`config.mk`:
```
export PLATFORM = sky130hd
export DESIGN_NAME = crc8_frame_parser_top
export DESIGN_NICKNAME = d
export VERILOG_FILES = /design/src/hw/rtl/crc8fp_pkg.sv /design/src/hw/rtl/crc8_frame_parser_top.sv /design/src/hw/rtl/crc8fp_ctrl.sv /design/src/hw/rtl/crc8fp_dp.sv
export SDC_FILE = /design/constraint.sdc
export NUM_CORES = 1
export LEC_CHECK = 0
export ABC_AREA = 0
export BUFFER_PORTS_ARGS = -buffer_cell sky130_fd_sc_hd__clkbuf_2
export CORE_ASPECT_RATIO = 0.6
export CORE_MARGIN = 5
export CORE_UTILIZATION = 55
export DETAILED_ROUTE_END_ITERATION = 16
export HOLD_SLACK_MARGIN = 0.1
export PLACE_DENSITY = 0.79
export SLEW_MARGIN = 20
export SYNTH_ARGS = -nofsm -noshare
export SYNTH_HDL_FRONTEND = slang
export SYNTH_SLANG_ARGS = --single-unit
```
`constraint.sdc`:
```
create_clock -name i_clk -period 2.5 [get_ports i_clk]
set_input_delay 0.625 -clock i_clk [delete_from_list [all_inputs] [get_ports i_clk]]
set_output_delay 0.625 -clock i_clk [all_outputs]
set_load 0.01 [all_outputs]
```
`src/hw/rtl/crc8fp_pkg.sv`:
```
package crc8fp_pkg;

    localparam int          DEF_MAX_PAYLOAD = 32;
    localparam logic [7:0]  OWN_ADDR_RESET  = 8'h01;
    localparam logic [7:0]  SYNC_FIRST      = 8'hAA;
    localparam logic [7:0]  SYNC_SECOND     = 8'h55;
    localparam logic [7:0]  CRC_POLY        = 8'h07;
    localparam int          CMD_RESP_BIT    = 7;

    // result field widths
    localparam int CMD_W   = 7;
    localparam int COUNT_W = 6;
    localparam int VALUE_W = 8;
    localparam int INDEX_W = 5;
    localparam int OUT_W   = 32;

    typedef enum logic [3:0] {
        ST_SYNC0,
        ST_SYNC1,
        ST_ADDR,
        ST_CMD,
        ST_LEN,
        ST_DATA,
        ST_CHECK,
        ST_READ,
        ST_SHOW
    } t_state;

    // controller to datapath
    typedef struct packed {
        logic crc_clear;
        logic crc_update;
        logic load_addr;
        logic load_cmd;
        logic load_len;
        logic fill_clear;
        logic fill_inc;
        logic mem_write;
        logic mem_read;
        logic idx_clear;
        logic idx_inc;
    } t_dp_cmd;

    // datapath to controller
    typedef struct packed {
        logic is_sync_first;
        logic is_sync_second;
        logic len_over;
        logic len_in_zero;
        logic fill_done;
        logic frame_pass;
        logic len_zero;
        logic idx_last;
    } t_dp_status;

    // crc-8, msb first, one byte
    function automatic logic [7:0] crc8_byte(input logic [7:0] crc, input logic [7:0] b);
        logic [7:0] c;
        c = crc ^ b;
        for (int k = 0; k < 8; k++) begin
            if (c[7]) begin
                c = {c[6:0], 1'b0} ^ CRC_POLY;
            end else begin
                c = {c[6:0], 1'b0};
            end
        end
        return c;
    endfunction

endpackage

```
`src/hw/rtl/crc8_frame_parser_top.sv`:
```
// receive deframer for frames AA 55 addr cmd len payload crc, crc-8 poly 07 init 0
// over addr, cmd, len and payload. a byte request on s_axis is taken every cycle
// while parsing. a frame that passes (crc match, addr == own address, cmd bit 7
// clear) yields a run of result requests on m_axis, one per payload byte or a single
// empty one for a zero length; each payload result is a registered payload memory
// read, then an output beat that waits while m_axis_tready is low, and byte intake
// is held off for the whole run. own address is written over the cfg channel; the
// user must write it only while idle, as the block does not enforce it; it resets
// to 1.
module crc8_frame_parser_top #(
    parameter int MAX_PAYLOAD = crc8fp_pkg::DEF_MAX_PAYLOAD
) (
    input  logic                         i_clk,
    input  logic                         i_rst_n,
    // config write channel: own address
    input  logic                         i_cfg_valid,
    output logic                         o_cfg_ready,
    input  logic [7:0]                   i_cfg_data,
    // received bytes, tdata: rx_value[7:0]
    input  logic                         s_axis_tvalid,
    output logic                         s_axis_tready,
    input  logic [7:0]                   s_axis_tdata,
    // results, tdata: command[6:0] payload_count[12:7] payload_value[20:13]
    // value_index[25:21], zero pad above
    output logic                         m_axis_tvalid,
    input  logic                         m_axis_tready,
    output logic [crc8fp_pkg::OUT_W-1:0] m_axis_tdata,
    // tuser: has_value[0]
    output logic [0:0]                   m_axis_tuser,
    // last_of_run
    output logic                         m_axis_tlast
);
    import crc8fp_pkg::*;

    t_dp_cmd    dp_cmd;
    t_dp_status dp_status;

    // config is always taken
    assign o_cfg_ready = 1'b1;

    // phase sequencer and output handshake
    crc8fp_ctrl u_ctrl (
        .i_clk       (i_clk),
        .i_rst_n     (i_rst_n),
        .i_in_valid  (s_axis_tvalid),
        .o_in_ready  (s_axis_tready),
        .o_out_valid (m_axis_tvalid),
        .i_out_ready (m_axis_tready),
        .i_status    (dp_status),
        .o_cmd       (dp_cmd)
    );

    // header registers, running crc, payload store
    crc8fp_dp #(
        .MAX_PAYLOAD (MAX_PAYLOAD)
    ) u_dp (
        .i_clk       (i_clk),
        .i_rst_n     (i_rst_n),
        .i_byte      (s_axis_tdata),
        .i_cfg_we    (i_cfg_valid && o_cfg_ready),
        .i_cfg_data  (i_cfg_data),
        .i_cmd       (dp_cmd),
        .o_status    (dp_status),
        .o_data      (m_axis_tdata),
        .o_has_value (m_axis_tuser[0]),
        .o_last      (m_axis_tlast)
    );

endmodule

```
`src/hw/rtl/crc8fp_ctrl.sv`:
```
module crc8fp_ctrl (
    input  logic                   i_clk,
    input  logic                   i_rst_n,
    input  logic                   i_in_valid,
    output logic                   o_in_ready,
    output logic                   o_out_valid,
    input  logic                   i_out_ready,
    input  crc8fp_pkg::t_dp_status i_status,
    output crc8fp_pkg::t_dp_cmd    o_cmd
);
    import crc8fp_pkg::*;

    t_state r_state;
    t_state n_state;
    logic   acc;

    assign acc = i_in_valid && o_in_ready;

    always_ff @(posedge i_clk) begin
        if (!i_rst_n) begin
            r_state <= ST_SYNC0;
        end else begin
            r_state <= n_state;
        end
    end

    // next state
    always_comb begin
        n_state = r_state;
        case (r_state)
            ST_SYNC0: begin
                if (acc && i_status.is_sync_first) n_state = ST_SYNC1;
            end
            ST_SYNC1: begin
                if (acc) begin
                    if (i_status.is_sync_second)     n_state = ST_ADDR;
                    else if (!i_status.is_sync_first) n_state = ST_SYNC0;
                end
            end
            ST_ADDR: begin
                if (acc) n_state = ST_CMD;
            end
            ST_CMD: begin
                if (acc) n_state = ST_LEN;
            end
            ST_LEN: begin
                if (acc) begin
                    if (i_status.len_over)         n_state = ST_SYNC0;
                    else if (i_status.len_in_zero) n_state = ST_CHECK;
                    else                           n_state = ST_DATA;
                end
            end
            ST_DATA: begin
                if (acc && i_status.fill_done) n_state = ST_CHECK;
            end
            ST_CHECK: begin
                if (acc) begin
                    if (!i_status.frame_pass)   n_state = ST_SYNC0;
                    else if (i_status.len_zero) n_state = ST_SHOW;
                    else                        n_state = ST_READ;
                end
            end
            ST_READ: begin
                n_state = ST_SHOW;
            end
            ST_SHOW: begin
                if (i_out_ready) begin
                    if (i_status.len_zero || i_status.idx_last) n_state = ST_SYNC0;
                    else                                       n_state = ST_READ;
                end
            end
            default: begin
                n_state = ST_SYNC0;
            end
        endcase
    end

    // outputs
    always_comb begin
        o_cmd       = '0;
        o_in_ready  = 1'b0;
        o_out_valid = 1'b0;
        case (r_state)
            ST_SYNC0: begin
                o_in_ready = 1'b1;
            end
            ST_SYNC1: begin
                o_in_ready      = 1'b1;
                o_cmd.crc_clear = acc && i_status.is_sync_second;
            end
            ST_ADDR: begin
                o_in_ready       = 1'b1;
                o_cmd.load_addr  = acc;
                o_cmd.crc_update = acc;
            end
            ST_CMD: begin
                o_in_ready       = 1'b1;
                o_cmd.load_cmd   = acc;
                o_cmd.crc_update = acc;
            end
            ST_LEN: begin
                o_in_ready       = 1'b1;
                o_cmd.fill_clear = acc;
                o_cmd.load_len   = acc && !i_status.len_over;
                o_cmd.crc_update = acc && !i_status.len_over;
            end
            ST_DATA: begin
                o_in_ready       = 1'b1;
                o_cmd.mem_write  = acc;
                o_cmd.crc_update = acc;
                o_cmd.fill_inc   = acc;
            end
            ST_CHECK: begin
                o_in_ready       = 1'b1;
                o_cmd.fill_clear = acc;
                o_cmd.idx_clear  = acc;
            end
            ST_READ: begin
                o_cmd.mem_read = 1'b1;
            end
            ST_SHOW: begin
                o_out_valid   = 1'b1;
                o_cmd.idx_inc = i_out_ready && !i_status.len_zero && !i_status.idx_last;
            end
            default: begin
                o_in_ready = 1'b0;
            end
        endcase
    end

endmodule

```
`src/hw/rtl/crc8fp_dp.sv`:
```
module crc8fp_dp #(
    parameter int MAX_PAYLOAD = crc8fp_pkg::DEF_MAX_PAYLOAD
) (
    input  logic                          i_clk,
    input  logic                          i_rst_n,
    input  logic [7:0]                    i_byte,
    input  logic                          i_cfg_we,
    input  logic [7:0]                    i_cfg_data,
    input  crc8fp_pkg::t_dp_cmd           i_cmd,
    output crc8fp_pkg::t_dp_status        o_status,
    output logic [crc8fp_pkg::OUT_W-1:0]  o_data,
    output logic                          o_has_value,
    output logic                          o_last
);
    import crc8fp_pkg::*;

    localparam int IW = (MAX_PAYLOAD > 1) ? $clog2(MAX_PAYLOAD) : 1;
    localparam int LW = $clog2(MAX_PAYLOAD + 1);

    logic [7:0]    r_own_addr;
    logic [7:0]    r_addr;
    logic [7:0]    r_cmd;
    logic [LW-1:0] r_len;
    logic [LW-1:0] r_fill;
    logic [7:0]    r_crc;
    logic [IW-1:0] r_idx;
    logic [7:0]    r_rd_data;
    logic [7:0]    mem [MAX_PAYLOAD];

    logic [CMD_W-1:0]   out_cmd;
    logic [COUNT_W-1:0] out_count;
    logic [VALUE_W-1:0] out_value;
    logic [INDEX_W-1:0] out_index;

    always_ff @(posedge i_clk) begin
        if (!i_rst_n) begin
            r_own_addr <= OWN_ADDR_RESET;
        end else if (i_cfg_we) begin
            r_own_addr <= i_cfg_data;
        end
    end

    always_ff @(posedge i_clk) begin
        if (i_cmd.crc_clear) begin
            r_crc <= '0;
        end else if (i_cmd.crc_update) begin
            r_crc <= crc8_byte(r_crc, i_byte);
        end
        if (i_cmd.load_addr) r_addr <= i_byte;
        if (i_cmd.load_cmd)  r_cmd  <= i_byte;
        if (i_cmd.load_len)  r_len  <= LW'(i_byte);
        if (i_cmd.fill_clear) begin
            r_fill <= '0;
        end else if (i_cmd.fill_inc) begin
            r_fill <= r_fill + LW'(1);
        end
        if (i_cmd.idx_clear) begin
            r_idx <= '0;
        end else if (i_cmd.idx_inc) begin
            r_idx <= r_idx + IW'(1);
        end
    end

    // payload store
    always_ff @(posedge i_clk) begin
        if (i_cmd.mem_write) begin
            mem[r_fill[IW-1:0]] <= i_byte;
        end
        if (i_cmd.mem_read) begin
            r_rd_data <= mem[r_idx];
        end
    end

    always_comb begin
        o_status.is_sync_first  = (i_byte == SYNC_FIRST);
        o_status.is_sync_second = (i_byte == SYNC_SECOND);
        o_status.len_over       = (i_byte > 8'(MAX_PAYLOAD));
        o_status.len_in_zero    = (i_byte == 8'd0);
        o_status.fill_done      = ((LW+1)'(r_fill) + (LW+1)'(1)) >= (LW+1)'(r_len);
        o_status.frame_pass     = (i_byte == r_crc) && (r_addr == r_own_addr)
                                  && !r_cmd[CMD_RESP_BIT];
        o_status.len_zero       = (r_len == '0);
        o_status.idx_last       = ((LW+1)'(r_idx) + (LW+1)'(1)) == (LW+1)'(r_len);
    end

    assign o_has_value = (r_len != '0);
    assign o_last      = o_status.len_zero || o_status.idx_last;
    assign out_cmd     = r_cmd[CMD_W-1:0];
    assign out_count   = COUNT_W'(r_len);
    assign out_value   = o_has_value ? r_rd_data : '0;
    assign out_index   = o_has_value ? INDEX_W'(r_idx) : '0;
    assign o_data      = {6'd0, out_index, out_value, out_count, out_cmd};

endmodule

```
# Word-level counts from Yosys, hierarchy flattened
# Memory sizes are Yosys's and may differ from the RTL's. A register that Yosys moved wholly into a read port is not among the register bits.
# Index checks and enable logic that the tools add are counted.
dict set report classes {
  n_reduce_logical 22
  n_bitwise 9
  eq_ne 22
  addsub 4
  order_cmp 2
  muxes 54
}
# cell n
set ops {}
lappend ops {{two-way mux 8 bit} 15}
lappend ops {{two-way mux 4 bit} 13}
lappend ops {{one-hot mux 4 bit (9 select lines)} 1}
lappend ops {{two-way mux 3 bit} 9}
lappend ops {{NOT 3 bit} 8}
lappend ops {{== test 4 x 3 -> 1 bit, second input constant} 4}
lappend ops {{== test 8 bit} 2}
lappend ops {{!= test 2 x 1 -> 1 bit, second input constant} 7}
lappend ops {{two-way mux 1 bit} 12}
lappend ops {{logical AND 1 bit} 9}
lappend ops {{AND reduction 9 bit} 1}
lappend ops {{== test 4 x 2 -> 1 bit, second input constant} 2}
lappend ops {{== test 8 x 7 -> 1 bit, second input constant} 1}
lappend ops {{== test 8 bit, second input constant} 1}
lappend ops {{greater-than comparator 8 x 6 -> 1 bit, second input constant} 1}
lappend ops {{logical NOT 8 bit} 1}
lappend ops {{XOR 8 bit} 1}
lappend ops {{adder 6 x 1 -> 7 bit, second input constant} 1}
lappend ops {{== test 7 x 6 -> 1 bit} 1}
lappend ops {{>= comparator 7 x 6 -> 1 bit} 1}
lappend ops {{OR reduction 7 bit} 1}
lappend ops {{adder 5 x 1 -> 6 bit, second input constant} 1}
lappend ops {{adder 6 x 1 -> 6 bit, second input constant} 1}
lappend ops {{logical NOT 6 bit} 1}
lappend ops {{other kinds (14)} 18}
dict set report word_totals {
  mem_bits_rw 256
  in_bits 21
  regBits 53
  word_cells 122
  out_inout_bits 37
  mem_count 1
}
# memory depth word_bits rd rd_ports_with_merged_regs write_ports line_no
set mem_list {}
lappend mem_list {u_dp.mem 32 8 1 1 1 crc8fp_dp.sv:28} ;# logic [7:0] mem [MAX_PAYLOAD];

# Longest topological paths before layout
dict set report logic_depth {
  depth_word 34
  mapped_depth 11
  ltp_nobuf 10
}

# Hierarchy
# A second synthesis with hierarchy kept.
dict set report hier_totals {
  cells_unflattened 738
  area_unflattened_um2 13246.5
}
# module n_inst area_each_um2 cells_each
set by_module_without_submodules {}
lappend by_module_without_submodules {crc8fp_dp 1 12761.0 667}
lappend by_module_without_submodules {crc8fp_ctrl 1 474.2 69}
lappend by_module_without_submodules {crc8_frame_parser_top 1 11.3 2}

# Least setup slack after synthesis
# No wires, ideal clock.
dict set report synth_timing {
  kind {reg2reg}
  start {register u_dp.r_idx[0]}
  end {register u_dp.r_rd_data[0], read port of u_dp.mem, data pin}
  required_ns 2.240
  setup_slack_ns 0.078
  arrival_time_ns 2.162
  path_buffers 2
  period_less_slack_ns 2.422
  stages_incl_launch_ff 6
  cell_sequence {dfxtp_1 > buf_2 > buf_1 > mux4_2 > mux4_2 > mux2_2}
}
# item line_no
set synth_rtl {}
lappend synth_rtl {{start: declaration} crc8fp_dp.sv:26} ;# logic [IW-1:0] r_idx;
lappend synth_rtl {{start signal: assignment} crc8fp_dp.sv:60} ;# r_idx <= r_idx + IW'(1);
lappend synth_rtl {{end: declaration} crc8fp_dp.sv:27} ;# logic [7:0] r_rd_data;

# Final worst setup path
dict set report layout_timing {
  start {register u_dp.r_idx[0]}
  end {output port m_axis_tlast}
}
dict set report layout_via {
  elab_chain_cells 3
}
# item line_no
set layout_lines {}
lappend layout_lines {{adder 5 x 1 -> 6 bit} crc8fp_dp.sv:83} ;# o_status.idx_last = ((LW+1)'(r_idx) + (LW+1)'(1)) == (LW+1)'(r_len);
lappend layout_lines {{== test 7 x 6 -> 1 bit} crc8fp_dp.sv:83}
lappend layout_lines {{logical OR 1 bit} crc8fp_dp.sv:87} ;# assign o_last = o_status.len_zero || o_status.idx_last;
lappend layout_lines {{end: declaration} crc8_frame_parser_top.sv:31} ;# output logic m_axis_tlast
# No other way between the ends.

==> metrics.yaml <==
ys_ff_latch: 317
rr_startpoint: "u_dp.r_idx[0]"
core_area_um2: 23300
holdCritStartpoint: "i_cfg_data[0]"
die_h_um: 130
num_rows: 43
status: "finished with violations"
cts_tree: "done"
wl_mm: 33.8
diodes: 0
post-place-ws_ns: 0.113
initial_core_util_pct: 56.6
yosys_warnings: 0
synthArstFlopShare_pct: 0
path_class: "reg2out"
worstPathArrival_ns: 2.18
path_cells: "ha_4 -> or3b_1 -> a211oi_2 -> nor3_1 -> o31a_1 -> inv_2 -> buf_6"
cap_viol_max_count: 0
insertion_delay_ns: 0.55
drive_above_1_share_pct: 32.7
place_congestion: 0.907
place_area_um2: 14300
detail_route.wl_per_cell_um: 27.7
finalPower_mw: 11.0
worstPathRequired_ns: 1.88
min_path_type: "in2reg"
cp_num_buf_inv: 2
critPathSlowestCell: "dfxtp_4"
crit_fanout: 3
fmax_mhz: 357
yosysUniqueCellTypes: 52
grt_pass1_wl_mm: 48.9
finalMaxSlewViolations: 0
antenna_found_initial: 1
skew_ns: 0.0115
grt_max_degree: 35
cts-root-buf: "clkbuf_16"
final_util_pct: 66.8
drt_iter0_markers: 1202
grt_pass1_vias: 7580
final_antenna_net_count: 0
clk_pin_slew_ns: 0.07
fin_crit_sh_pct: 112
track_usage_pct: 24.3
fin_nets: 919
cts.path.max_buffers: 3
peakVddDrop_mv: 0.555
critPathMaxStageDelay_ns: 0.39
finalHoldViolCount: 0
timing.hold.ws_ns: 0.300
cp_top_family: "compound AO/OA/AOI/OAI gates"
netlist_area_um2: 13200
critPathCaptureType: "primary output"
final-setup-viol-count: 10
final_area_um2: 15600
rsz0062_at_grt: "yes"
final_cell_mix: "edfxtp_1, buf_4, mux4_2"
ys_seq_area_share_pct: 69.7
violations: "setup timing"
syn_area_per_cell_um2: 17.8
area_growth_syn_to_layout_pct: 18.0
setup_slack_ns: -0.304
dr.pass1.iters: 5
die_x_um: 210
num-fill-cells: 1529
overflow: 0
syn_inst: 742
viasPerCell: 6.30
power.density_nw_per_um2: 708
crit_start: "u_dp.r_idx[0]"
p_leak_nw: 5.25
worst_pin_slew_ns: 1.16
post-dp-hpwl_mm: 21.0
final_common_cell: "edfxtp_1"
synth_edf_count: 286
hold_buffers: 0
min_period_ns: 2.80
vias: 7688
slew_headroom_pct: 22.2
fp.dieArea_um2: 27300
cts_made_buffers: 28
drc: 0
clkSinkCount: 317
portBuffers: 50
startpoint_type: "flop"
num_io_pins: 58
synthFlopType: "edfxtp_1"
h-tree-depth: 1
[worst paths after layout]
kind	slack, ns	cells past startpoint	endpoint
hold / removal	0.30	3	u_dp.r_own_addr[0]
setup / recovery	-0.30	7	m_axis_tlast
hold reg to reg	0.50	2	u_dp.r_crc[5]
setup reg to reg	-0.13	8	u_dp.r_rd_data[1]
[stage by stage]
stage          TNS, ns  instances
6_report        -0.880       1220
5_1_grt          -1.48       1220
4_1_cts         -0.659       1203
3_5_place_dp         0       1143
3_3_place_gp         0       1143
2_1_floorplan        0        747
[synth_stat cells (all sizes together) (11+ instances only)]
cell type / number / area (um2)
nand3: 11 / 55.1
nor2b: 14 / 87.6
nor2: 60 / 225
dfxtp: 31 / 621
xnor2: 26 / 228
buf: 33 / 206
ha: 14 / 175
xor2: 23 / 201
nand2: 22 / 82.6
edfxtp: 286 / 8590
clkbuf: 13 / 48.8
nor3: 11 / 55.1
and2: 13 / 81.3
mux4: 80 / 1800
[area by class of cell]
type	instances	area [um2]	share of cell area, %
inverters	10	37.5	0.241
repair buffers	153	1270	8.18
clock buffers	31	733	4.70
well taps	315	394	2.53
multi-input cells	374	3800	24.4
clock inverters	20	140	0.899
flip-flops and latches	317	9220	59.1
[layer usage]
| layer | track usage [%] | part of all wire [%] | vias to the layer above | routed length, um |
|---|---|---|---|---|
| met5 | 0 | 0 | - | 0 |
| met4 | 5.29 | 2.6 | 0 | 895 |
| met3 | 5.29 | 12 | 52 | 3940 |
| met2 | 37.8 | 46 | 517 | 15600 |
| met1 | 36.2 | 40 | 3945 | 13400 |
| li1 | - | - | 3174 | - |
[cells by family (layout without fill, tap and decap cells)]
| group | Yosys count | after routing | share of synthesized area [%] |
|---|---|---|---|
| DFF | 317 | 317 | 69.7 |
| and+or+nand+nor | 161 | 161 | 6.14 |
| muxes | 99 | 99 | 15.2 |
| buffers and inverters | 56 | 214 | 2.22 |
| xor gates and xnor gates | 49 | 49 | 3.25 |
| AOI/OAI and AO/OA | 44 | 44 | 2.16 |
| adders and majority gates | 14 | 14 | 1.33 |
| other | 2 | 7 | 0.0568 |
[power by group]
group	total (mW)	internal (mW)	switching, mW
Combinational	0.924	0.436	0.488
Sequential	5.90	5.84	0.0646
Clock	4.22	2.31	1.91
[state kept, by name, indices dropped and copies added (netlist names)]
register,count
u_dp.r_rd_data,8
u_dp.out_count,6
u_ctrl.r_state,4
u_dp.r_addr,8
u_dp.mem,256
u_dp.r_own_addr,8
u_dp.r_idx,5
u_dp.r_fill,6
u_dp.r_crc,8
u_dp.r_cmd,8
[worst register-to-register path: cells and delay by family (launching register included)]
kind | cells | cell delay (ns)
buf+inv | 5 | 0.62
flops | 1 | 0.39
mux | 3 | 1.36
[what timing repair did]
item | in CTS | in global routing
setup buffers | 8 | 12
gates resized for setup | 13 | 14
pin swaps | 2 | 0
setup endpoints to repair | 8 | 21
cloned | 2 | 5
No activity file was read; power rests on OpenSTA's default activity.
